--- config.mk ---
export PLATFORM = sky130hd
export DESIGN_NAME = tcs_div
export DESIGN_NICKNAME = d
export VERILOG_FILES = /design/src/rtl/core/tcs_pkg.sv /design/src/rtl/core/tcs_div.sv
export SDC_FILE = /design/constraint.sdc
export NUM_CORES = 1
export LEC_CHECK = 0
export ABC_AREA = 1
export BUFFER_PORTS_ARGS = -buffer_cell sky130_fd_sc_hd__buf_2
export CAP_MARGIN = 20
export CELL_PAD_IN_SITES_DETAIL_PLACEMENT = 0
export CELL_PAD_IN_SITES_GLOBAL_PLACEMENT = 1
export CORE_UTILIZATION = 44
export CTS_CLUSTER_SIZE = 20
export DETAILED_ROUTE_END_ITERATION = 10
export PLACE_DENSITY = 0.73
export SLEW_MARGIN = 20
export SYNTH_ARGS = -nofsm -noshare
export SYNTH_HDL_FRONTEND = slang
export SYNTH_SLANG_ARGS = --single-unit
--- constraint.sdc ---
create_clock -name clk -period 1.85 [get_ports clk]
set_input_delay 0.0925 -clock clk [delete_from_list [all_inputs] [get_ports clk]]
set_output_delay 0.0925 -clock clk [all_outputs]
set_load 0.05 [all_outputs]
--- src/rtl/core/tcs_pkg.sv ---
// Shared constants, status codes and index helpers for the circumsphere unit.
package tcs_pkg;

	localparam int COORD_WIDTH_DEF = 32;
	localparam int MUL_CHUNK = 16;

	typedef logic [1:0] status_t;

	localparam status_t STATUS_OK    = 2'd0;
	localparam status_t STATUS_DEGEN = 2'd1;
	localparam status_t STATUS_CLAMP = 2'd2;

	// 2x2 minor k uses the pair of rows/columns {lo_idx(k), hi_idx(k)}:
	// k = 0 -> {1,2}, k = 1 -> {0,2}, k = 2 -> {0,1}
	function automatic int lo_idx(input int k);
		return (k == 0) ? 1 : 0;
	endfunction

	function automatic int hi_idx(input int k);
		return (k == 2) ? 1 : 2;
	endfunction

endpackage

--- src/rtl/core/tcs_div.sv ---
// Pipelined restoring divider, truncating, saturating quotient magnitude.
module tcs_div
	import tcs_pkg::*;
#(
	parameter int NW = 16,
	parameter int DW = 8,
	parameter int QW = 4
) (
	input  logic                 clk,
	input  logic                 en,
	input  logic signed [NW-1:0] num,
	input  logic signed [DW-1:0] den,
	output logic [QW-1:0]        mag,
	output logic                 neg
);

	logic [NW-1:0] nmag;
	logic [DW-1:0] dmag;
	logic          ovf;

	logic [DW-1:0] rem_s [QW];
	logic [DW-1:0] d_s   [QW];
	logic [QW-1:0] low_s [QW+1];
	logic          ng_s  [QW+1];
	logic          ov_s  [QW+1];

	assign nmag = $unsigned(num[NW-1] ? -num : num);
	assign dmag = $unsigned(den[DW-1] ? -den : den);
	assign ovf  = (nmag >> QW) >= NW'(dmag);

	always_ff @(posedge clk) begin
		if (en) begin
			rem_s[0] <= DW'(nmag >> QW);
			low_s[0] <= nmag[QW-1:0];
			d_s[0]   <= dmag;
			ng_s[0]  <= num[NW-1] ^ den[DW-1];
			ov_s[0]  <= ovf;
		end
	end

	for (genvar j = 1; j <= QW; j++) begin : g_step
		logic [DW:0] t;
		logic        ge;

		assign t  = {rem_s[j-1], low_s[j-1][QW-1]};
		assign ge = t >= {1'b0, d_s[j-1]};

		always_ff @(posedge clk) begin
			if (en) begin
				low_s[j] <= {low_s[j-1][QW-2:0], ge};
				ng_s[j]  <= ng_s[j-1];
				ov_s[j]  <= ov_s[j-1];
			end
		end

		if (j < QW) begin : g_rem
			always_ff @(posedge clk) begin
				if (en) begin
					rem_s[j] <= ge ? DW'(t - {1'b0, d_s[j-1]}) : DW'(t);
					d_s[j]   <= d_s[j-1];
				end
			end
		end
	end

	assign mag = ov_s[QW] ? '1 : low_s[QW];
	assign neg = ng_s[QW];

endmodule

---- Yosys cells after proc, flatten, opt, wreduce, memory -nomap -nowiden ----
Memory sizes are Yosys's and may differ from the RTL's.
Index checks and enable logic that the tools add are counted.
operators by class
  add/subtract/negate cells ............... 5
  order comparisons ....................... 5
  mux-type cells .......................... 8
  bitwise logic cells ..................... 1
operator list
  kind                                         number
  greater-or-equal comparator 9 x 8 -> 1 bit   4
  two-way mux 8 bit                            4
  subtractor 8 bit                             3
  two-way mux 16 bit                           1
  negation 16 bit                              1
  greater-or-equal comparator 12 x 8 -> 1 bit  1
  negation 8 bit                               1
  two-way mux 4 bit                            1
  two-way mux 1 bit                            2
  bitwise XOR 1 bit                            1
word-level totals
  register bits ........................... 0
  bits in writable memories ............... 94
  input port bits ......................... 26
  output and inout bits ................... 5
  logic and storage cells ................. 24
  memories kept ........................... 5
memories
  name   depth  bits a word  rd ports  clocked after Yosys merged registers in  write ports  line           source
  d_s    4      8            4         0                                        4            tcs_div.sv:22  logic [DW-1:0] d_s [QW];
  rem_s  4      8            4         0                                        4            tcs_div.sv:21  logic [DW-1:0] rem_s [QW];
  low_s  5      4            5         0                                        5            tcs_div.sv:23  logic [QW-1:0] low_s [QW+1];
  ng_s   5      1            5         0                                        5            tcs_div.sv:24  logic ng_s [QW+1];
  ov_s   5      1            5         0                                        5            tcs_div.sv:25  logic ov_s [QW+1];

---- Logic depth before layout (Yosys ltp) ----
  word-level depth ........................ 3
  depth in mapped cells ................... 19
  depth with buffers taken out ............ 19

---- Worst setup path after synthesis ----
OpenSTA, ideal clock, no wires.
  path type ............................... in2reg
  start ................................... input port den[0]
  end ..................................... memory ov_s[0], data pin
  setup time .............................. 0.254 ns
  data arrival time ....................... 1.625 ns
  data required time ...................... 1.596 ns
  setup slack ............................. -0.030 ns
  stages on the path ...................... 15
  buffers on the path ..................... 0
  cells stage by stage .................... inv_1 ha_1 nand2_1 nor2_1 inv_1 o31ai_1 xor2_1 inv_1 ha_1 nand2_1 o21ai_0 nor2_1 o21ai_0 nor2_1 nand2_1
RTL lines
  element             line           source
  start: declaration  tcs_div.sv:12  input logic signed [DW-1:0] den,
  end: declaration    tcs_div.sv:25

==> impl_metrics.csv <==
group,metric,value,unit
status,status,"finished, final reports clean",
synthesis,async_flop_share,0,%
cells_and_area,layout.nets,752,
die,die_w,113.8,um
drt,dr.pass1.iters,4,
die,start_util,45.41,%
sta,setup_viol,0,
power,switching_share,31.53,%
power,p_switching,2.477,mW
drt,drt_iter0_drc,184,
synthesis,synth_nets,628,
drt,antenna_left,0,
cells_and_area,seq_area,2823,um^2
cells_and_area,nFillCells,996,
setup_path,cp.required,1.95,ns
grt,grt_max_degree,40,
drt,wl_per_cell,12.88,um
setup_path,cpPeakStageDelay,0.44,ns
setup_path,cp_max_fo,6,
grt,grt_pass1_wl,17.08,mm
drt,wl,11.00,mm
place,gp_congestion,0.9433,
power,p_per_area,1066,nW/um^2
place,placed_area,6410,um^2
setup_path,critPathKind,"reg -> reg",
sta,fin_ws,0.005898,ns
clock_tree,clockBufferDepth,2,
synthesis,synth.distinct_cells,37,
setup_path,path_cells,"ha_4, nand2_2, o21ai_2, a21oi_2, nor2_1, nand2_1, nand3_1, nand2_2",
synthesis,synth_top_area_share,51.32,%
synthesis,syn-mean-instance-area,9.875,um^2
drt,viasPerCell,4.778,
setup_path,worstSetupStartpointType,"register",
power,p_clk_share,24.4,%
clock_tree,clk_pin_slew,0.06,ns
place,hpwlAfterDp,8.053,mm
cells_and_area,final_util,60.88,%
power,power_frac_seq,37.8,%
power,power.leakage,3.320,nW
synthesis,seq_area_frac_synth,51.32,%
synthesis,synth_most_common_cell,"inv_1",
place,portBuffers,30,
cells_and_area,multi_input_area,2665,um^2
synthesis,yosys.area.top_type,"edfxtp_1",
cells_and_area,n_antenna_cell,0,
sta,fmax,542.3,MHz
power,vdd.ir_drop.worst,592.8,uV
synthesis,yosys_warnings,0,
die,fp.dieH,113.8,um
grt,antenna_found_initial,0,
drt,route.detailed.drc,0,
synthesis,synth_edf_count,94,
synthesis,synthTopCellsByArea,"edfxtp_1 (51%), ha_1 (9.6%), inv_1 (7.7%), nand2_1 (7.3%), xor2_1 (3.8%)",
cells_and_area,area_delta_synth_final,34.05,%
synthesis,ys_ff_latch,94,
clock_tree,cts_root_buf,"clkbuf_16",
grt,grt_pass1_vias,4008,
sta,worstMarginPinSlew,0.5271,ns
synthesis,synth_flop_cell,"edfxtp_1",
synthesis,syn_area,5500,um^2
clock_tree,cts_hold_buf,0,
setup_path,cp-end-kind,"register",
clock_tree,cts_buffers,9,
clock_tree,cts.sinks,94,
power,combinationalPowerShare,37.8,%
min_path,hold_class,"in -> reg",
setup_path,slowest_stage,"edfxtp_1",
cells_and_area,final_cell_area,7373,um^2
clock_tree,cts_tree,"done",
sta,rsz0062_at_grt,"true",
grt,grt_overflow_total,0,
sta,slew_viol_final,0,
cells_and_area,drive_gt1_share,36.30,%
synthesis,synth_common_cells,"inv_1 (113), nand2_1 (107), edfxtp_1 (94), ha_1 (42), nor2_1 (39)",
power,intPower,5.380,mW
die,rows,40,
sta,slew_headroom,64.86,%
clock_tree,cts-htree-levels,3,
setup_path,crit_top_cell,"nand2_2",
die,die_area,12950,um^2
drt,vias,4080,
die,io_pins,31,
place,pre_cts_ws,-0.3767,ns
sta,finalCritPeriodShare,99.68,%
synthesis,synthCells,557,
setup_path,cp_data_arrival_time,1.95,ns
flow_run,cap_violations,0,
die,coreArea,12110,um^2
cells_and_area,fin_cells,854,
power,power.total,7.858,mW
grt,grt_use_total,17.03,%
sta,skew,0.004942,ns
place,dp.cells,820,
sta,finalHoldViolations,0,
sta,min_period,1.844,ns
clock_tree,worst_skew_pair.late_latency,0.34,ns
-- timing repair --
| action | in CTS | in global routing |
|---|---|---|
| pin swaps | 1 | 36 |
| buffers inserted | 2 | 13 |
| gates cloned | 0 | 3 |
| endpoints found under the setup margin | 21 | 25 |
| resized for setup | 10 | 89 |
-- layer usage --
layer / part of all wire [%] / up-vias / global-route usage, %
li1: - / 2092 / -
met1: 37 / 1919 / 15.87
met2: 59 / 55 / 35.04
met3: 2.1 / 14 / 2.285
met4: 1.9 / 0 / 9.351
met5: 0 / - / 0
-- registers in the layout, indices dropped and copies added, names as in the netlist --
name,cells
ov_s,5
ng_s,5
d_s,32
low_s,20
rem_s,32
-- final cells by class --
class / instances / share of cell area [%]
flip-flops and latches: 94 / 38.28
well taps: 168 / 2.851
inverters: 114 / 5.837
repair buffers: 117 / 12.63
clock inverters: 7 / 1.205
clock buffers: 9 / 3.054
multi-input cells: 345 / 36.14
-- worst max-delay path: cells and delay by family, from the launching register on --
kind	cells	cell delay (ns)
adders and majority gates	1	0.35
DFF	1	0.44
AOI/OAI and AO/OA	2	0.35
and+or+nand+nor	5	0.48
-- power groups by stage --
stage	clock, mW	combinational (mW)	sequential, mW
5_1_grt	2.04	3.28	3.00
2_1_floorplan	0	1.63	2.93
3_5_place_dp	0	2.37	2.98
4_1_cts	1.97	2.41	2.93
3_3_place_gp	0	2.30	2.96
6_report	1.92	2.97	2.97
-- metrics by stage --
stage	hold slack (ns)	TNS, ns
after floorplan	0.1914	0
after global placement	0.3866	-0.5600
after detailed placement	0.3912	-0.9673
after CTS	0.02745	0
after global routing	0.04776	-0.5118
final	0.04044	0
-- cell families (layout without fill, tap and decap cells) --
kind of cell,after synthesis,after routing,share of synthesized area (%)
xor gates and xnor gates,30,30,4.777
and+or+nand+nor,204,204,16.61
buffers and inverters,118,247,8.485
AOI/OAI and AO/OA,66,66,8.167
DFF,94,94,51.32
adders and majority gates,45,45,10.65
-- worst paths after layout --
kind               start           to  slack, ns  cells past startpoint
max          rem_s[0][1]  rem_s[1][5]      0.006                      8
min               num[0]  low_s[0][0]       0.04                      2
max reg2reg  rem_s[0][1]  rem_s[1][5]      0.006                      8
min reg2reg      ov_s[3]      ov_s[4]       0.42                      0
-- placed cells by master (no fill, tap or decap), types with 2 or more instances in the layout --
master,count
a21oi_1,11
a21oi_2,7
a21oi_4,3
buf_12,5
buf_2,28
buf_4,79
buf_6,2
bufinv_16,2
clkbuf_16,12
clkinv_1,2
edfxtp_1,94
fa_2,3
ha_1,21
ha_2,3
ha_4,18
inv_1,103
inv_2,10
nand2_1,87
nand2_2,19
nand2_4,4
nand3_1,22
nand3_2,4
nand3b_1,4
nand4_1,6
nand4_4,2
nor2_1,36
nor2_2,3
nor3_1,3
nor3_4,3
o21ai_0,6
o21ai_1,5
o21ai_2,24
o21bai_2,2
or2_2,7
xnor2_1,6
xor2_1,23
Power figures use the tool's default switching activity.
