==> src/rtl/core/tcs_pkg.sv <==
// Shared constants, status codes and index helpers for the circumsphere unit.
package tcs_pkg;

	localparam int COORD_WIDTH_DEF = 32;
	localparam int MUL_CHUNK = 16;

	typedef logic [1:0] status_t;

	localparam status_t STATUS_OK    = 2'd0;
	localparam status_t STATUS_DEGEN = 2'd1;
	localparam status_t STATUS_CLAMP = 2'd2;

	// 2x2 minor k uses the pair of rows/columns {lo_idx(k), hi_idx(k)}:
	// k = 0 -> {1,2}, k = 1 -> {0,2}, k = 2 -> {0,1}
	function automatic int lo_idx(input int k);
		return (k == 0) ? 1 : 0;
	endfunction

	function automatic int hi_idx(input int k);
		return (k == 2) ? 1 : 2;
	endfunction

endpackage

==> src/rtl/core/tcs_mul.sv <==
// Pipelined signed multiplier, one MUL_CHUNK-bit slice of b per stage.
module tcs_mul
	import tcs_pkg::*;
#(
	parameter int AW = 16,
	parameter int BW = 16
) (
	input  logic                     clk,
	input  logic                     en,
	input  logic signed [AW-1:0]     a,
	input  logic signed [BW-1:0]     b,
	output logic signed [AW+BW-1:0]  p
);

	localparam int NCH = (BW + MUL_CHUNK - 1) / MUL_CHUNK;
	localparam int BX  = NCH * MUL_CHUNK;
	localparam int AX  = AW + BX;

	logic signed [AW-1:0] a_s   [NCH];
	logic signed [BX-1:0] b_s   [NCH];
	logic signed [AX-1:0] acc_s [NCH];

	for (genvar k = 0; k < NCH; k++) begin : g_st
		logic signed [AW-1:0]          a_in;
		logic signed [BX-1:0]          b_in;
		logic signed [AX-1:0]          acc_in;
		logic [MUL_CHUNK-1:0]          dig;
		logic signed [MUL_CHUNK:0]     sdig;
		logic signed [AW+MUL_CHUNK:0]  prod;

		if (k == 0) begin : g_head
			assign a_in   = a;
			assign b_in   = BX'(b);
			assign acc_in = '0;
		end else begin : g_body
			assign a_in   = a_s[k-1];
			assign b_in   = b_s[k-1];
			assign acc_in = acc_s[k-1];
		end

		assign dig  = b_in[k*MUL_CHUNK +: MUL_CHUNK];
		// top slice carries the sign of b
		assign sdig = (k == NCH - 1) ? {dig[MUL_CHUNK-1], dig} : {1'b0, dig};
		assign prod = a_in * sdig;

		always_ff @(posedge clk) begin
			if (en) begin
				a_s[k]   <= a_in;
				b_s[k]   <= b_in;
				acc_s[k] <= acc_in + (AX'(prod) <<< (k * MUL_CHUNK));
			end
		end
	end

	assign p = acc_s[NCH-1][AW+BW-1:0];

endmodule

==> config.mk <==
export PLATFORM = sky130hd
export DESIGN_NAME = tcs_mul
export DESIGN_NICKNAME = d
export VERILOG_FILES = /design/src/rtl/core/tcs_pkg.sv /design/src/rtl/core/tcs_mul.sv
export SDC_FILE = /design/constraint.sdc
export NUM_CORES = 1
export LEC_CHECK = 0
export BUFFER_PORTS_ARGS = -buffer_cell sky130_fd_sc_hd__buf_2
export CAP_MARGIN = 20
export CORE_MARGIN = 4
export CORE_UTILIZATION = 59
export DETAILED_ROUTE_END_ITERATION = 12
export HOLD_SLACK_MARGIN = 0.1
export PLACE_DENSITY = 0.78
export SLEW_MARGIN = 0
export SYNTH_ARGS = -nofsm -noshare
export SYNTH_HDL_FRONTEND = slang
export SYNTH_SLANG_ARGS = --single-unit
==> constraint.sdc <==
create_clock -name clk -period 11.8 [get_ports clk]
set_input_delay 0.59 -clock clk [delete_from_list [all_inputs] [get_ports clk]]
set_output_delay 0.59 -clock clk [all_outputs]
set_load 0.02 [all_outputs]
# Yosys cells after proc, flatten, opt, wreduce, memory -nomap -nowiden
# Memories as Yosys holds them, arrays and structs flattened.
# Index checks and enable logic that the tools add are counted.
# Widths: inputs -> output; s select.
# totals
regBits,0
output_inout_bits,32
wordCells,4
inputBits,34
ramBits,32
mem_count,1
# memory_table
memory,depth,width,rd,rd_ports_with_merged_regs,write_ports,line_no,text
acc_s,1,32,1,0,1,tcs_mul.sv:21,logic signed [AX-1:0] acc_s [NCH];
# op_classes
n_mux,2
n_mul,1
# ops
cell,n
$mul 16x16->32,1
$mux 1,2

# Depth between registers and ports, before layout
# logic_depth
ltp_word,2
ltp_mapped,23
depth_no_buf,21

# Worst setup path before layout
# OpenSTA, ideal clock, no wires.
# synth_path
path_kind,input port to flip-flop
startpoint,in a[15]
endpoint,mem acc_s[0][30] in the netlist's numbering (data pin)
cell_stages,20
t_arrival_ns,5.812
n_path_buf,1
setup_slack_ns,5.726
cell_sequence,clkbuf_1 nand2_1 inv_1 fa_1 fa_1 fa_1 fa_1 fa_1 inv_1 fa_1 inv_1 ha_1 and3_1 and3_1 nand2_1 and3_1 a21oi_1 nor3_1 a21oi_1 xor2_1
# synth_between
elab_chain_len,1
# synth_rtl
item,line_no,text
start: declaration,tcs_mul.sv:10,"input logic signed [AW-1:0] a,"
$mul 16x16->32,tcs_mul.sv:44,assign prod = a_in * sdig;
via g_st[0].prod[30],tcs_mul.sv:29,logic signed [AW+MUL_CHUNK:0] prod;
end: declaration,tcs_mul.sv:21,
# The timed path passes the listed nets, and every way through them passes these cells.

# Worst setup path in the final report
# layout_path
startpoint,in b[1]
endpoint,mem acc_s[0][30] in the netlist's numbering (data pin)
# layout_between
elab_chain_len,1
# layout_rtl
item,line_no,text
start: declaration,tcs_mul.sv:11,"input logic signed [BW-1:0] b,"
$mul 16x16->32,tcs_mul.sv:44,
via g_st[0].prod[30],tcs_mul.sv:29,
# The timed path passes the listed nets, and every way through them passes these cells.

==> implementation parameters <==
Parameter                              Value

Yosys
  Sequential cell area fraction in the yosys report ... 0.08858
  Post-synthesis net count ... 1,500
  Mapped Avg Cell Area ... slightly below 10 um^2
  Yosys Warn Count ... 0
  Top cells by area in the synthesized netlist ... sky130_fd_sc_hd__fa_1 48%, sky130_fd_sc_hd__inv_1 9.9%, sky130_fd_sc_hd__ha_1 9.5%
  Most used standard cell by instance count after synthesis ... sky130_fd_sc_hd__inv_1
  Share of Yosys cell area claimed by the top area cell type ... 0.4835
  Cell count after synthesis ... ~1,100
  Most used standard cells in the synthesized netlist ... 287 x sky130_fd_sc_hd__inv_1, 262 x sky130_fd_sc_hd__fa_1, 131 x sky130_fd_sc_hd__nand2_1
  Share of synthesized registers carrying an async set or reset ... 0
  Total standard cell area after synthesis ... 10,850 um^2
  Dominant synthesized flop cell ... sky130_fd_sc_hd__edfxtp_1
  #FFs+latches synth ... 32
  Synth area leader ... sky130_fd_sc_hd__fa_1
  Distinct cell type count of the synthesized netlist ... 40
  Number of synthesized flops with an enable pin ... 32

STA
  Total count of max-transition violations in the final report ... 0
  Final setup violation count ... 0
  Slew HR ... 0.5176
  Fin worst setup slack ... roughly 5500 ps
  Final clock period utilization by the worst path ... 0.5340
  Total negative slack for setup checks ... 0 ps
  Unrepaired setup endpoints after global routing ... no
  Upper clock frequency limit ... 158.7 MHz
  Final hold violations ... 0
  Worst Tran Pin Value ... 723.7 ps
  Min cycle time layout ... 6301 ps

Final layout
  Number of fillers in the final layout ... 1,468
  Number of diodes ... 0
  Flip-flop count of the largest register, all copies and words added ... 32
  Area added between synthesis and finish ... 5.871%
  Number of nets in the layout ... 1,536
  Largest registers ranked by flip-flop count ... acc_s x32
  Fraction of final layout cells with drive strength greater than 1 ... 0.07161
  Register cell area after layout ... between 900 and 1000 um^2
  Multi-input logic area ... slightly below 9000 um^2
  Register ranked first by flip-flop count ... acc_s

Detailed routing
  Vias after detailed routing ... 7,525
  Met2 layer wire length in the routed design ... 12.14 mm
  First-iteration detailed-routing DRC count ... between 400 and 500
  Highest signal layer in the routed design ... met4
  Routed met3 length ... 1.223 mm
  Number of remaining DRC errors ... 0
  First-pass detailed-route iteration total ... 5
  Per-cell routed wire length ... 16.48 um
  Wire length on met1 ... between 8 and 9 mm
  Wire length after detailed routing ... 22.87 mm
  Number of nets with antenna violations after routing ... 0
  Number of vias per cell after detailed routing ... 5.421

Placement
  Sum of net half-perimeters after detailed placement ... between 15 and 20 mm
  Final weighted congestion of routability-driven global placement ... 0.8980
  DP Worst Slack ... around 5200 ps
  Number of port buffers ... 65

Worst setup path
  Buffers plus inverters on the worst setup path ... 4
  Category of the most critical setup path ... in2reg
  Critical path's top delay family ... adder cells
  Top fanout value on the critical path ... 16
  Crit path capture type ... register
  Slowest cell delay on critical path ... 830 ps
  Most prevalent standard cell on the critical path ... sky130_fd_sc_hd__fa_1
  Launching element type of the critical path ... input port
  Critical Path RT ... 11,830 ps
  Worst Path Arrival ... 6330 ps
  Cell-by-cell trace of the critical path ... buf_2, nand2_1, inv_1, fa_1, fa_1, fa_1, fa_1, fa_1, inv_1, fa_1, inv_1, ha_1, and3_1, and3_1, nand2_1, and3_1, a21oi_1, nor3_1, a21oi_1, xor2_1
  Slowest-stage cell, CP ... sky130_fd_sc_hd__fa_1

Die
  Full die area ... slightly above 20,000 um^2
  Vert. Die Dim ... 143.6 um
  Count of pins on the block boundary ... 66
  Core Box Area ... 18,020 um^2
  Initial core utilization ... 0.6018
  Site Rows ... between 40 and 50
  X dimension of the die ... between 100 and 150 um

CTS
  Reg clk slew, reported paths ... 50 ps
  Root Driver ... sky130_fd_sc_hd__clkbuf_16
  TritonCTS clock tree ... done
  Maximum root-to-sink buffer count ... 2
  Number of gates resized after cts ... 0
  # hold bufs at CTS ... 0
  Clock buffer count from CTS ... 5
  Maximum level of the CTS H-tree ... 2
  CTS sink count ... 32
  Post-CTS setup repair buffer count ... 0

GRT
  Overflow left after global routing ... 0
  Vias in the first global route ... roughly 8,200
  Maximum number of pins on one net before global-route repair ... 33
  Number of antenna violations at the first check in global routing ... 0
  Wire length of the first global-routing pass ... 38.63 mm
  Global-route usage over all layers ... 0.2377

Worst hold path
  Hold/Removal Path Class ... in2reg

Run
  Maximum capacitance violations ... 0

Run status
  Outcome ... finished, final reports clean
-- worst paths after layout --
check	startpoint	slack [ps]	depth (start not counted)	end
min	b[0]	860	2	acc_s[0][0]
max	b[1]	5500	20	acc_s[0][30]
-- layout make-up --
| class | count | share of cell area |
|---|---|---|
| multi-input cells | 767 | 0.7551 |
| inverters | 287 | 0.09380 |
| clock inverters | 3 | 0.003268 |
| clock buffers | 5 | 0.01089 |
| flip-flops and latches | 32 | 0.08367 |
| repair buffers | 65 | 0.02833 |
| well taps | 229 | 0.02495 |
-- through the flow --
| stage | std cells | area, um^2 | utilization | hold slack [ps] |
|---|---|---|---|---|
| 2_1_floorplan | 1122 | 10850 | - | 702.5 |
| 3_3_place_gp | 1380 | 11320 | 0.6281 | 1034 |
| 3_5_place_dp | 1380 | 11320 | 0.6281 | 1034 |
| 4_1_cts | 1388 | 11480 | 0.6372 | 836.1 |
| 5_1_grt | 1388 | 11480 | 0.6372 | 889.8 |
| 6_report | 1388 | 11480 | 0.6372 | 863.1 |
-- routing by layer --
| metal | vias to the layer above | GRT usage |
|---|---|---|
| met4 | 0 | 0.08276 |
| met2 | 235 | 0.4290 |
| li1 | 3366 | - |
| met1 | 3865 | 0.2971 |
| met3 | 59 | 0.02795 |
| met5 | - | 0 |
-- placed cells by master, fill, tap and decap left out, types with 2 or more instances in the layout --
cell type                   count
sky130_fd_sc_hd__o21ai_2        3
sky130_fd_sc_hd__a21o_1        18
sky130_fd_sc_hd__fa_1         262
sky130_fd_sc_hd__nand2_1      131
sky130_fd_sc_hd__o21a_1         3
sky130_fd_sc_hd__a21oi_1       23
sky130_fd_sc_hd__buf_2         65
sky130_fd_sc_hd__nor2_1        26
sky130_fd_sc_hd__a21oi_2        2
sky130_fd_sc_hd__xor2_1        10
sky130_fd_sc_hd__ha_1          82
sky130_fd_sc_hd__xnor2_1       26
sky130_fd_sc_hd__and3_1         4
sky130_fd_sc_hd__o21ai_1        5
sky130_fd_sc_hd__clkbuf_16      5
sky130_fd_sc_hd__inv_1        287
sky130_fd_sc_hd__nand3_1        4
sky130_fd_sc_hd__a31oi_1        3
sky130_fd_sc_hd__nand2b_1       6
sky130_fd_sc_hd__a211oi_1       4
sky130_fd_sc_hd__nand4_1        3
sky130_fd_sc_hd__o21ai_0        9
sky130_fd_sc_hd__edfxtp_1      32
sky130_fd_sc_hd__o211ai_1       2
sky130_fd_sc_hd__clkinv_1       2
sky130_fd_sc_hd__nor3_1         4
sky130_fd_sc_hd__o21bai_1       2
sky130_fd_sc_hd__nor2b_1        2
sky130_fd_sc_hd__and2_1       122
-- logic make-up (layout without fill, tap and decap cells) --
kind of cell	Yosys count	count (layout)	synth area share
XOR/XNOR	36	36	0.02907
AND/OR/NAND/NOR	307	307	0.1415
buffers and inverters	323	360	0.1120
adder cells (fa/ha/maj)	344	344	0.5781
AO/OA/AOI/OAI	80	80	0.05075
flip-flops	32	32	0.08858
Power is not shown: default switching activity piles up to over one toggle a cycle in this logic, so the estimate is an artifact.
