--- src/rtl/core/tcs_pkg.sv ---
// Shared constants, status codes and index helpers for the circumsphere unit.
package tcs_pkg;

	localparam int COORD_WIDTH_DEF = 32;
	localparam int MUL_CHUNK = 16;

	typedef logic [1:0] status_t;

	localparam status_t STATUS_OK    = 2'd0;
	localparam status_t STATUS_DEGEN = 2'd1;
	localparam status_t STATUS_CLAMP = 2'd2;

	// 2x2 minor k uses the pair of rows/columns {lo_idx(k), hi_idx(k)}:
	// k = 0 -> {1,2}, k = 1 -> {0,2}, k = 2 -> {0,1}
	function automatic int lo_idx(input int k);
		return (k == 0) ? 1 : 0;
	endfunction

	function automatic int hi_idx(input int k);
		return (k == 2) ? 1 : 2;
	endfunction

endpackage

--- src/rtl/core/tcs_sqrt.sv ---
// Pipelined floored integer square root, one result bit per stage.
module tcs_sqrt
	import tcs_pkg::*;
#(
	parameter int W = 16
) (
	input  logic           clk,
	input  logic           en,
	input  logic [2*W-1:0] s,
	output logic [W-1:0]   root
);

	logic [W+1:0]   rem_s  [W];
	logic [W-1:0]   root_s [W];
	logic [2*W-1:0] x_s    [W];

	for (genvar j = 0; j < W; j++) begin : g_step
		logic [W+1:0]   rem_p;
		logic [W-1:0]   root_p;
		logic [2*W-1:0] x_p;
		logic [W+3:0]   t;
		logic [W+3:0]   trial;
		logic           ge;

		if (j == 0) begin : g_head
			assign rem_p  = '0;
			assign root_p = '0;
			assign x_p    = s;
		end else begin : g_body
			assign rem_p  = rem_s[j-1];
			assign root_p = root_s[j-1];
			assign x_p    = x_s[j-1];
		end

		assign t     = {rem_p, x_p[2*W-1 -: 2]};
		assign trial = (W+4)'({root_p, 2'b01});
		assign ge    = t >= trial;

		always_ff @(posedge clk) begin
			if (en) begin
				rem_s[j]  <= ge ? (W+2)'(t - trial) : (W+2)'(t);
				root_s[j] <= {root_p[W-2:0], ge};
				x_s[j]    <= x_p << 2;
			end
		end
	end

	assign root = root_s[W-1];

endmodule

--- config.mk ---
export PLATFORM = sky130hd
export DESIGN_NAME = tcs_sqrt
export DESIGN_NICKNAME = d
export VERILOG_FILES = /design/src/rtl/core/tcs_pkg.sv /design/src/rtl/core/tcs_sqrt.sv
export SDC_FILE = /design/constraint.sdc
export NUM_CORES = 1
export LEC_CHECK = 0
export BUFFER_PORTS_ARGS = -buffer_cell sky130_fd_sc_hd__buf_2
export CORE_ASPECT_RATIO = 1.75
export CORE_MARGIN = 2
export CORE_UTILIZATION = 50
export CTS_BUF_LIST = sky130_fd_sc_hd__clkbuf_4 sky130_fd_sc_hd__clkbuf_8
export CTS_CLUSTER_DIAMETER = 150
export CTS_CLUSTER_SIZE = 12
export DETAILED_ROUTE_END_ITERATION = 12
export MAX_ROUTING_LAYER = met4
export PLACE_DENSITY = 0.75
export SYNTH_ARGS = -nofsm -noshare
export SYNTH_HDL_FRONTEND = slang
export SYNTH_SLANG_ARGS = --single-unit
export TNS_END_PERCENT = 30
--- constraint.sdc ---
create_clock -name clk -period 6.5 [get_ports clk]
set_input_delay 0.325 -clock clk [delete_from_list [all_inputs] [get_ports clk]]
set_output_delay 0.325 -clock clk [all_outputs]
set_load 0.03 [all_outputs]
# Yosys cells after proc, flatten, opt, wreduce, memory -nomap -nowiden

Memories as Yosys holds them, arrays and structs flattened.
Index checks and enable logic that the tools add are counted.

Bits in registers: 0
RAM bits: 1024
Input port bits: 34
Output and inout bits: 16
Word-level logic and storage cells: 53
Memories kept: 3

Memory list:

| memory | depth | bits a word | read ports | clocked after memory_dff | write ports | line           | RTL |
|---|---|---|---|---|---|---|---|
| x_s    | 16    | 30          | 15         | 0                        | 16          | tcs_sqrt.sv:15 | `logic [2*W-1:0] x_s [W];` |
| rem_s  | 16    | 18          | 15         | 0                        | 16          | tcs_sqrt.sv:13 | `logic [W+1:0] rem_s [W];` |
| root_s | 16    | 16          | 16         | 0                        | 16          | tcs_sqrt.sv:14 | `logic [W-1:0] root_s [W];` |

$add $sub $neg: 16
$lt $le $gt $ge: 16
Muxes and demuxes: 18

Operator list:

| kind                                                              | count |
|---|---|
| greater-or-equal comparator 20 x 18 -> 1 bit                      | 15 |
| 2-to-1 mux 18 bit                                                 | 16 |
| subtractor 18 bit                                                 | 15 |
| subtractor 2 x 1 -> 3 bit, second input constant                  | 1 |
| greater-or-equal comparator 2 x 1 -> 1 bit, second input constant | 1 |
| 2-to-1 mux 1 bit                                                  | 2 |

# Depth between registers and ports, before layout

Gate-level depths: netlist of the first run.
An unclocked memory read counts as a cell.

Depth in word-level cells: 3
Mapped depth: 11
Gate-level depth less buffers: 10

# Worst setup path before layout of the first run

Ideal clock, no wire load.

Path kind: reg2reg
Start: memory rem_s[1][90] in the netlist's numbering
End: memory rem_s[1][117] in the netlist's numbering (data pin)
Setup time: 0.260 ns
Arrival time: 2.636 ns
Required time: 6.240 ns
Slack: 3.604 ns
Stages on the path, launching flop included: 10
Buffers on the path: 2
Clock period less this slack: 2.896 ns
Cell sequence: edfxtp_1 -> ha_1 -> nor2b_1 -> o31a_1 -> o32ai_1 -> o31a_1 -> and2_1 -> buf_2 -> buf_2 -> mux2_2

RTL lines:

| what            | line |
|---|---|
| start, declared | tcs_sqrt.sv:13 |

==> results of run 1 <==
[kinds of logic (layout without fill, tap and decap cells)]
group,after synthesis,after routing
DFF,626,626
and+or+nand+nor,532,532
AOI/OAI and AO/OA,408,408
buffers and inverters,215,346
xor gates and xnor gates,184,184
adders and majority gates,153,153
muxes,58,58
other,1,2
[cell type report]
class                      instances  area, sq um
fill                            4743        26400
sequential                       626        18800
multi-input combinational       1336         9510
tap                              773          967
clock buffer                      58          798
inverter                         193          724
timing repair buffer              91          678
clock inverter                     4         42.5
antenna                            1         2.50
[placed cells by master, fill, tap and decap left out, types with 9 or more instances in the layout]
cell | synthesis | final
mux2_2 | 51 | 51
xor2_1 | 93 | 93
o21bai_1 | 10 | 10
nand4_1 | 21 | 21
dlygate4sd3_1 | 0 | 33
o211ai_1 | 14 | 14
nand2b_1 | 21 | 21
nor4b_1 | 9 | 9
nor2_1 | 154 | 154
nand3_1 | 43 | 43
o21ai_0 | 74 | 74
nor2b_1 | 19 | 19
edfxtp_1 | 626 | 626
or4_1 | 16 | 16
nor4_1 | 23 | 23
nor3_1 | 67 | 67
a21o_1 | 30 | 30
ha_1 | 153 | 153
a21oi_1 | 136 | 136
o21a_1 | 37 | 37
o31ai_1 | 17 | 17
o31a_1 | 11 | 11
a211oi_1 | 23 | 23
inv_1 | 189 | 189
or3_1 | 17 | 17
nand2_1 | 93 | 93
buf_2 | 4 | 48
xnor2_1 | 91 | 91
clkbuf_8 | 0 | 58
[how the worst max path moves through the flow]
stage	end	startpoint	depth (start not counted)
after global placement	rem_s[1][62]	rem_s[1][45]	7
after global routing	rem_s[1][64]	rem_s[1][45]	7
final	rem_s[1][64]	rem_s[1][45]	7
after CTS	rem_s[1][64]	rem_s[1][45]	7
after detailed placement	rem_s[1][64]	rem_s[1][45]	7
after floorplan	rem_s[1][117]	rem_s[1][90]	9
[critical path, stage by stage (launching register included)]
cell	delay, ns
edfxtp_1	0.41
ha_1	0.39
a21oi_1	0.25
o21a_1	0.18
o211ai_1	0.13
a311oi_2	0.84
and2_0	0.82
mux2_2	0.43
[routing by layer]
layer	GRT usage, %	wire (um)	part of all wire, %
met4	11.7	3560	6.3
met2	40.3	34000	60
met1	15.8	17600	31
met5	-	0	0
met3	2.15	1540	2.7
[sequential cells by signal, indices dropped and copies added, names as in the netlist]
register	cells
rem_s	250
root_s	136
x_s	240
[stage by stage]
step,std cells,hold WS (ns),utilization [%]
after detailed placement,2986,0.405,52.4
after global routing,3082,0.299,54.4
final,3082,0.280,54.4
after floorplan,2177,0.400,-
after global placement,2986,0.400,52.4
after CTS,3081,0.278,54.4
[power groups by stage]
stage | Clock, uW | Combinational, uW | Sequential (uW)
after floorplan | 0 | 1110 | 5220
after detailed placement | 0 | 1520 | 5320
after global placement | 0 | 1460 | 5300
after global routing | 2270 | 1710 | 5260
after CTS | 2140 | 1540 | 5230
final | 2060 | 1540 | 5230
==> flow_metrics.tcl, run 1 <==
set metrics [dict create \
    yosys.area.top_type "edfxtp_1" \
    initial_utilization_pct 50.3 \
    dieArea_sq_um 60300 \
    gp_congestion 0.962 \
    syn-num-nets 2364 \
    ys_ff_latch 626 \
    required_ns 6.90 \
    setup_viol 0 \
    clkTransAtPathRegs_ns 0.08 \
    yosys-top-cells-count "626 x edfxtp_1, 189 x inv_1, 154 x nor2_1" \
    power_frac_comb_pct 17.5 \
    drc 0 \
    synth_fa_ha_area_share_pct 6.57 \
    cellPowerDensity_nw_per_um2 280 \
    async_flop_share_pct 0 \
    period_share_pct 56.7 \
    areaGrowthSynthToFinish_pct 8.19 \
    r2r_slack_ns 2.82 \
    critPathLaunchType "register" \
    synth_compound_area_share_pct 8.96 \
    grt-ovfl-total 0 \
    synth_top_family_by_area "simple AND/OR/NAND/NOR gates" \
    min_to "x_s[0][7]" \
    io_pins 50 \
    drv_slew 0 \
    worst_slew_pin_slew_ns 1.10 \
    grt_pass1_vias 18200 \
    cp-end-kind "register" \
    synthMuxAreaShare_pct 2.21 \
    tritoncts "yes" \
    yosysWarnings 0 \
    synthTopCellsByArea "edfxtp_1 65%, ha_1 6.6%, xor2_1 2.8%" \
    synth-xor-area-share_pct 5.53 \
    worstSetupPathType "register to register" \
    r2r-end "rem_s[1][64]" \
    first_pass_iters 5 \
    die_h_um 323 \
    placed_area_sq_um 30300 \
    h-tree-depth 2 \
    ys_types 77 \
    switching_share_pct 26.9 \
    vias 17300 \
    setup-tns-final_ns 0 \
    ant_nets 0 \
    cts_sinks 626 \
    synthCells 2177 \
    p_int_uw 6450 \
    cts_buffer_depth 3 \
    avgRoutedWirePerCell_um 18.4 \
    portBuffers 49 \
    drt_iter0_drc 1276 \
    outcome "complete, no violations" \
    die_w_um 186 \
    post-synth-top-count-cell "edfxtp_1" \
    final_area_sq_um 31500 \
    cts.root.buffer_cell "clkbuf_8" \
    post_cts_buffers 0 \
    min_path_cells 1 \
    slew_headroom_pct 26.7 \
    total_power_uw 8820 \
    fin_crit_ns 3.68 \
    hold_path.class "input pin to register" \
    syn_area_sq_um 29100 \
    clkPwrFrac_pct 23.3 \
    skew_ns 0.0574 \
    reg2reg_depth 7 \
    avgSynthCellArea_sq_um 13.4 \
    fp-row-count 117 \
    synth_ff_type "edfxtp_1" \
    fin_ws_ns 2.82 \
    fmax_ghz 0.271 \
    worstReg2RegStart "rem_s[1][45]" \
    numCtsBuffers 58 \
    dp_hpwl_mm 41.0 \
    grt_pass1_wl_mm 90.0 \
    seqPwrFrac_pct 59.2 \
    synth_top_area_share_pct 64.5 \
    drive_gt1_share_pct 8.54 \
    ys_seq_area_share_pct 64.5 \
    fin_nets 2493 \
    via_per_inst 5.61 \
    antenna_found_initial 1 \
    p_leak_uw 0.0119 \
    ctsHoldBuffers 33 \
    rsz0062_at_grt "false" \
    switchingPower_uw 2370 \
    drv_cap 0 \
    grt_max_degree 181 \
    synth-edff-count 626 \
    path_max_fanout 14 \
    post-place-ws_ns 2.77 \
    peakVddDrop_mv 0.221 \
    grtUsageTotal_pct 19.4 \
    worstPathArrival_ns 4.08 \
    cts_resized 0 \
    clock_latency_ns 0.69 \
    holdCritStartpoint "en" \
    totalWireLength_mm 56.7 \
    hold_viol 0 \
    core-area_sq_um 58000 \
    synth-simple-area-share_pct 9.35 \
]
Power figures use the tool's default switching activity.
==> run 2, diff against run 1 <==
==> constraint.sdc (replaced) <==
create_clock -name clk -period 3.45 [get_ports clk]
set_input_delay 0.1725 -clock clk [delete_from_list [all_inputs] [get_ports clk]]
set_output_delay 0.1725 -clock clk [all_outputs]
set_load 0.03 [all_outputs]
==> flow_metrics.tcl, run 2 (synthesis gave the netlist of run 1 again) <==
set metrics [dict create \
    worstSetupPathType "register to register" \
    mostFrequentLayoutCells "626 x edfxtp_1, 189 x inv_1, 154 x nor2_1" \
    final_core_util_pct 54.9 \
    peakVddDrop_mv 0.530 \
    vias 17600 \
    ant_nets 0 \
    worstPathArrival_ns 3.55 \
    drv_slew 0 \
    cts.root.buffer_cell "clkbuf_8" \
    clkTransAtPathRegs_ns 0.08 \
    dieArea_sq_um 60300 \
    numCtsBuffers 58 \
    drv_cap 0 \
    cp_cell_sequence "or3_4 -> or4_1 -> nor4b_4 -> clkinv_1 -> nor2_1 -> a21oi_1" \
    die_h_um 323 \
    fin_crit_ns 3.10 \
    reg_top3 "rem_s (250), x_s (240), root_s (136)" \
    fp-row-count 117 \
    totalWireLength_mm 58.7 \
    top_register "rem_s" \
    areaGrowthSynthToFinish_pct 9.21 \
    gp_congestion 0.923 \
    drt_iter0_drc 986 \
    final_common_cell "edfxtp_1" \
    die_w_um 186 \
    cp_slowest_stage_delay_ns 0.70 \
    tritoncts "yes" \
    avgRoutedWirePerCell_um 18.8 \
    period_share_pct 89.9 \
    grt_pass1_vias 18700 \
    cp_slowest_cell "nor4b_4" \
    grt_max_degree 94 \
    outcome "complete, no violations" \
    antenna_found_initial 1 \
    fin_nets 2524 \
    setup_viol 0 \
    grt_pass1_wl_mm 91.8 \
    first_pass_iters 5 \
    io_pins 50 \
    initial_utilization_pct 50.3 \
    slew_headroom_pct 47.7 \
    portBuffers 49 \
    cts_sinks 626 \
    setup-tns-final_ns 0 \
    required_ns 3.89 \
    hold_ws_ns 0.184 \
    drive_gt1_share_pct 9.71 \
    cts_resized 0 \
    hold_viol 0 \
    rsz0062_at_grt "false" \
    skew_ns 0.0443 \
    cellPowerDensity_nw_per_um2 526 \
    core-area_sq_um 58000 \
    critPathLaunchType "register" \
    via_per_inst 5.65 \
    grtUsageTotal_pct 20.0 \
    largest_reg_flops 250 \
    cp-end-kind "register" \
    p_leak_uw 0.0121 \
    grt-ovfl-total 0 \
    worst_slew_pin_slew_ns 0.775 \
    h-tree-depth 2 \
    hold_path.class "input pin to register" \
    path_max_fanout 13 \
    clock_latency_ns 0.71 \
    cts_buffer_depth 3 \
    dp_hpwl_mm 43.1 \
    drc 0 \
    fmax_ghz 0.322 \
]
[run 2: cell count changes in the layout (fill, tap and decap cells not counted)]
cell	change
buf_4	+25
buf_12	+5
dlygate4sd3_1	+1
[run 2: final timing paths]
path | end | cells past startpoint | slack (ns) | startpoint
worst min register to register | x_s[1][89] | 0 | 0.41 | x_s[1][57]
worst max register to register | rem_s[0][73] | 6 | 0.35 | rem_s[0][58]
worst max-delay path | rem_s[0][73] | 6 | 0.35 | rem_s[0][58]
worst min-delay path | x_s[0][26] | 2 | 0.18 | s[26]
[run 2: what timing repair did]
| action | CTS | global route |
|---|---|---|
| endpoints found under the hold margin | 104 | 0 |
| hold buffers | 34 | 0 |
| buffers inserted | 0 | 0 |
[run 2: stage by stage]
| step | power, uW | area [sq um] | setup WS [ns] | cells |
|---|---|---|---|---|
| 2_1_floorplan | 11900 | 29100 | 0.554 | 2177 |
| 3_5_place_dp | 13000 | 30600 | 0.345 | 3016 |
| 6_report | 16700 | 31800 | 0.348 | 3113 |
| 4_1_cts | 16900 | 31800 | 0.341 | 3112 |
| 3_3_place_gp | 12800 | 30600 | 0.394 | 3016 |
| 5_1_grt | 17500 | 31800 | 0.115 | 3113 |
[run 2: layout make-up]
class	count	area [sq um]
flip-flops and latches	626	18800
multi-input cells	1336	9510
clock inverters	4	42.5
inverters	193	724
clock buffers	58	798
diodes	1	2.50
well taps	773	967
repair buffers	122	976
fillers	4672	26200
[run 2: worst max-delay path: cells and delay by family (launching register included)]
| kind | cells | cell delay [ns] |
|---|---|---|
| and+or+nand+nor | 4 | 1.94 |
| AOI/OAI and AO/OA | 1 | 0.06 |
| DFF | 1 | 0.45 |
| buffers and inverters | 1 | 0.42 |
[run 2: metal layers]
layer | global-route usage [%] | share of wire (%) | up-vias
met5 | - | 0 | -
met4 | 14.4 | 7.4 | 0
met3 | 2.58 | 2.9 | 225
met2 | 41.3 | 60 | 426
met1 | 15.3 | 30 | 8569
li1 | - | - | 8368
[run 2: power breakdown]
group / total (uW) / switching, uW / internal [uW] / leakage [uW]
logic: 3020 / 1710 / 1310 / 0.00563
registers: 9840 / 483 / 9360 / 0.00599
clock network: 3860 / 2350 / 1520 / 0.000431
total: 16700 / 4550 / 12200 / 0.0121
==> run 3, diff against run 2 <==
--- a/config.mk
+++ b/config.mk
@@ -14,7 +14,7 @@
 export CTS_CLUSTER_SIZE = 12
 export DETAILED_ROUTE_END_ITERATION = 12
 export MAX_ROUTING_LAYER = met4
-export PLACE_DENSITY = 0.75
+export PLACE_DENSITY = 0.72
 export SYNTH_ARGS = -nofsm -noshare
 export SYNTH_HDL_FRONTEND = slang
 export SYNTH_SLANG_ARGS = --single-unit
==> flow_metrics.tcl, run 3 (synthesis gave the netlist of run 1 again) <==
set metrics [dict create \
    seqPwrFrac_pct 58.6 \
    dieArea_sq_um 60300 \
    mostFrequentLayoutCells "626 x edfxtp_1, 189 x inv_1, 154 x nor2_1" \
    dp_cells 3032 \
    fmax_ghz 0.327 \
    fin_crit_ns 3.06 \
    io_pins 50 \
    regArea_sq_um 18800 \
    switching_share_pct 27.0 \
    path_max_fanout 21 \
    post_cts_buffers 0 \
    hold_path.class "input pin to register" \
    period_share_pct 88.8 \
    cts.root.buffer_cell "clkbuf_8" \
    placed_area_sq_um 30800 \
    worst_slew_pin_slew_ns 0.989 \
    drv_slew 0 \
    initial_utilization_pct 50.3 \
    peakVddDrop_mv 0.363 \
    cts_resized 0 \
    cts_buffer_depth 3 \
    final_area_sq_um 31900 \
    cp-end-kind "register" \
    fp-row-count 117 \
    grt_pass1_vias 18500 \
    clock_latency_ns 0.68 \
    power_frac_comb_pct 18.1 \
    avgRoutedWirePerCell_um 18.9 \
    rsz0062_at_grt "false" \
    die_h_um 323 \
    final_cells 3128 \
    gp_congestion 0.922 \
    drv_cap 0 \
    required_ns 3.89 \
    die_w_um 186 \
    r2r_slack_ns 0.39 \
    dp_hpwl_mm 44.3 \
    cts_sinks 626 \
    cp-startpoint "root_s[1][3]" \
    grt_pass1_wl_mm 93.0 \
    top_register "rem_s" \
    grtUsageTotal_pct 20.3 \
    drc 0 \
    hold_viol 0 \
    drive_gt1_share_pct 10.3 \
    grt_max_degree 121 \
    ant_nets 0 \
    numCtsBuffers 58 \
    tritoncts "yes" \
    largest_reg_flops 250 \
    worstReg2RegStart "root_s[1][3]" \
    portBuffers 49 \
    slew_headroom_pct 34.1 \
    setup_viol 0 \
    skew_ns 0.0275 \
    p_int_uw 12200 \
    setup-tns-final_ns 0 \
    clkTransAtPathRegs_ns 0.09 \
    grt-ovfl-total 0 \
    drt_iter0_drc 1008 \
    critPathLaunchType "register" \
    clkPwrFrac_pct 23.2 \
    first_pass_iters 8 \
    reg_top3 "rem_s (250), x_s (240), root_s (136)" \
    h-tree-depth 2 \
    final_common_cell "edfxtp_1" \
    outcome "complete, no violations" \
    switchingPower_uw 4530 \
    via_per_inst 5.56 \
    fin_nets 2539 \
    vias 17400 \
    worstPathArrival_ns 3.50 \
    holdCritStartpoint "en" \
    antenna_found_initial 1 \
    n_fill_cell 4754 \
    p_leak_uw 0.0121 \
    core-area_sq_um 58000 \
    areaGrowthSynthToFinish_pct 9.62 \
    cellPowerDensity_nw_per_um2 524 \
    worstSetupPathType "register to register" \
    multiInputGateArea_sq_um 9510 \
    totalWireLength_mm 59.0 \
]
==> run 3: final timing paths <==
check                 end  depth (start not counted)
max reg2reg  rem_s[1][22]                          8
max          rem_s[1][22]                          8
min            x_s[0][29]                          1
min reg2reg    x_s[1][22]                          0
==> run 3: area by class of cell <==
type / instances / area share (%)
Sequential cell: 626 / 58.9
Multi-Input combinational cell: 1336 / 29.8
Timing Repair Buffer: 137 / 3.40
Tap cell: 773 / 3.03
Clock buffer: 59 / 2.54
Inverter: 193 / 2.27
Clock inverter: 3 / 0.114
Antenna cell: 1 / 0.00784
==> run 3: stage by stage <==
step           setup WS [ns]  hold WS [ns]  util [%]  power, uW
6_report               0.387        0.0917      55.1      16700
5_1_grt                0.260         0.114      55.1      17600
4_1_cts                0.448         0.103      55.1      16900
3_5_place_dp           0.446         0.351      53.1      13000
3_3_place_gp           0.519         0.350      53.1      12900
2_1_floorplan          0.554         0.271         -      11900
==> run 3: layer usage <==
metal	global-route usage [%]	share of wire, %
met5	-	0
met4	13.4	7.1
met3	2.17	2.4
met2	42.5	60
met1	15.7	30
==> run 3: worst max-delay path, stage by stage (launching register included) <==
cell	delay [ns]
edfxtp_1	0.48
inv_1	0.08
ha_1	0.35
a21o_1	0.20
a21o_1	0.19
a211oi_1	0.67
o211ai_1	0.23
buf_4	0.27
a21oi_1	0.35
==> run 3: power by group through the flow <==
stage                     registers [uW]  logic (uW)  clock network, uW
after floorplan                     9830        2100                  0
after global placement              9960        2910                  0
after detailed placement            9990        3000                  0
after CTS                           9820        3040               4040
after global routing                9900        3370               4290
final                               9820        3040               3890
==> run 3: timing repair <==
action,in CTS,in global routing
endpoints found under the hold margin,33,0
hold buffers,33,0
setup endpoints to repair,0,0
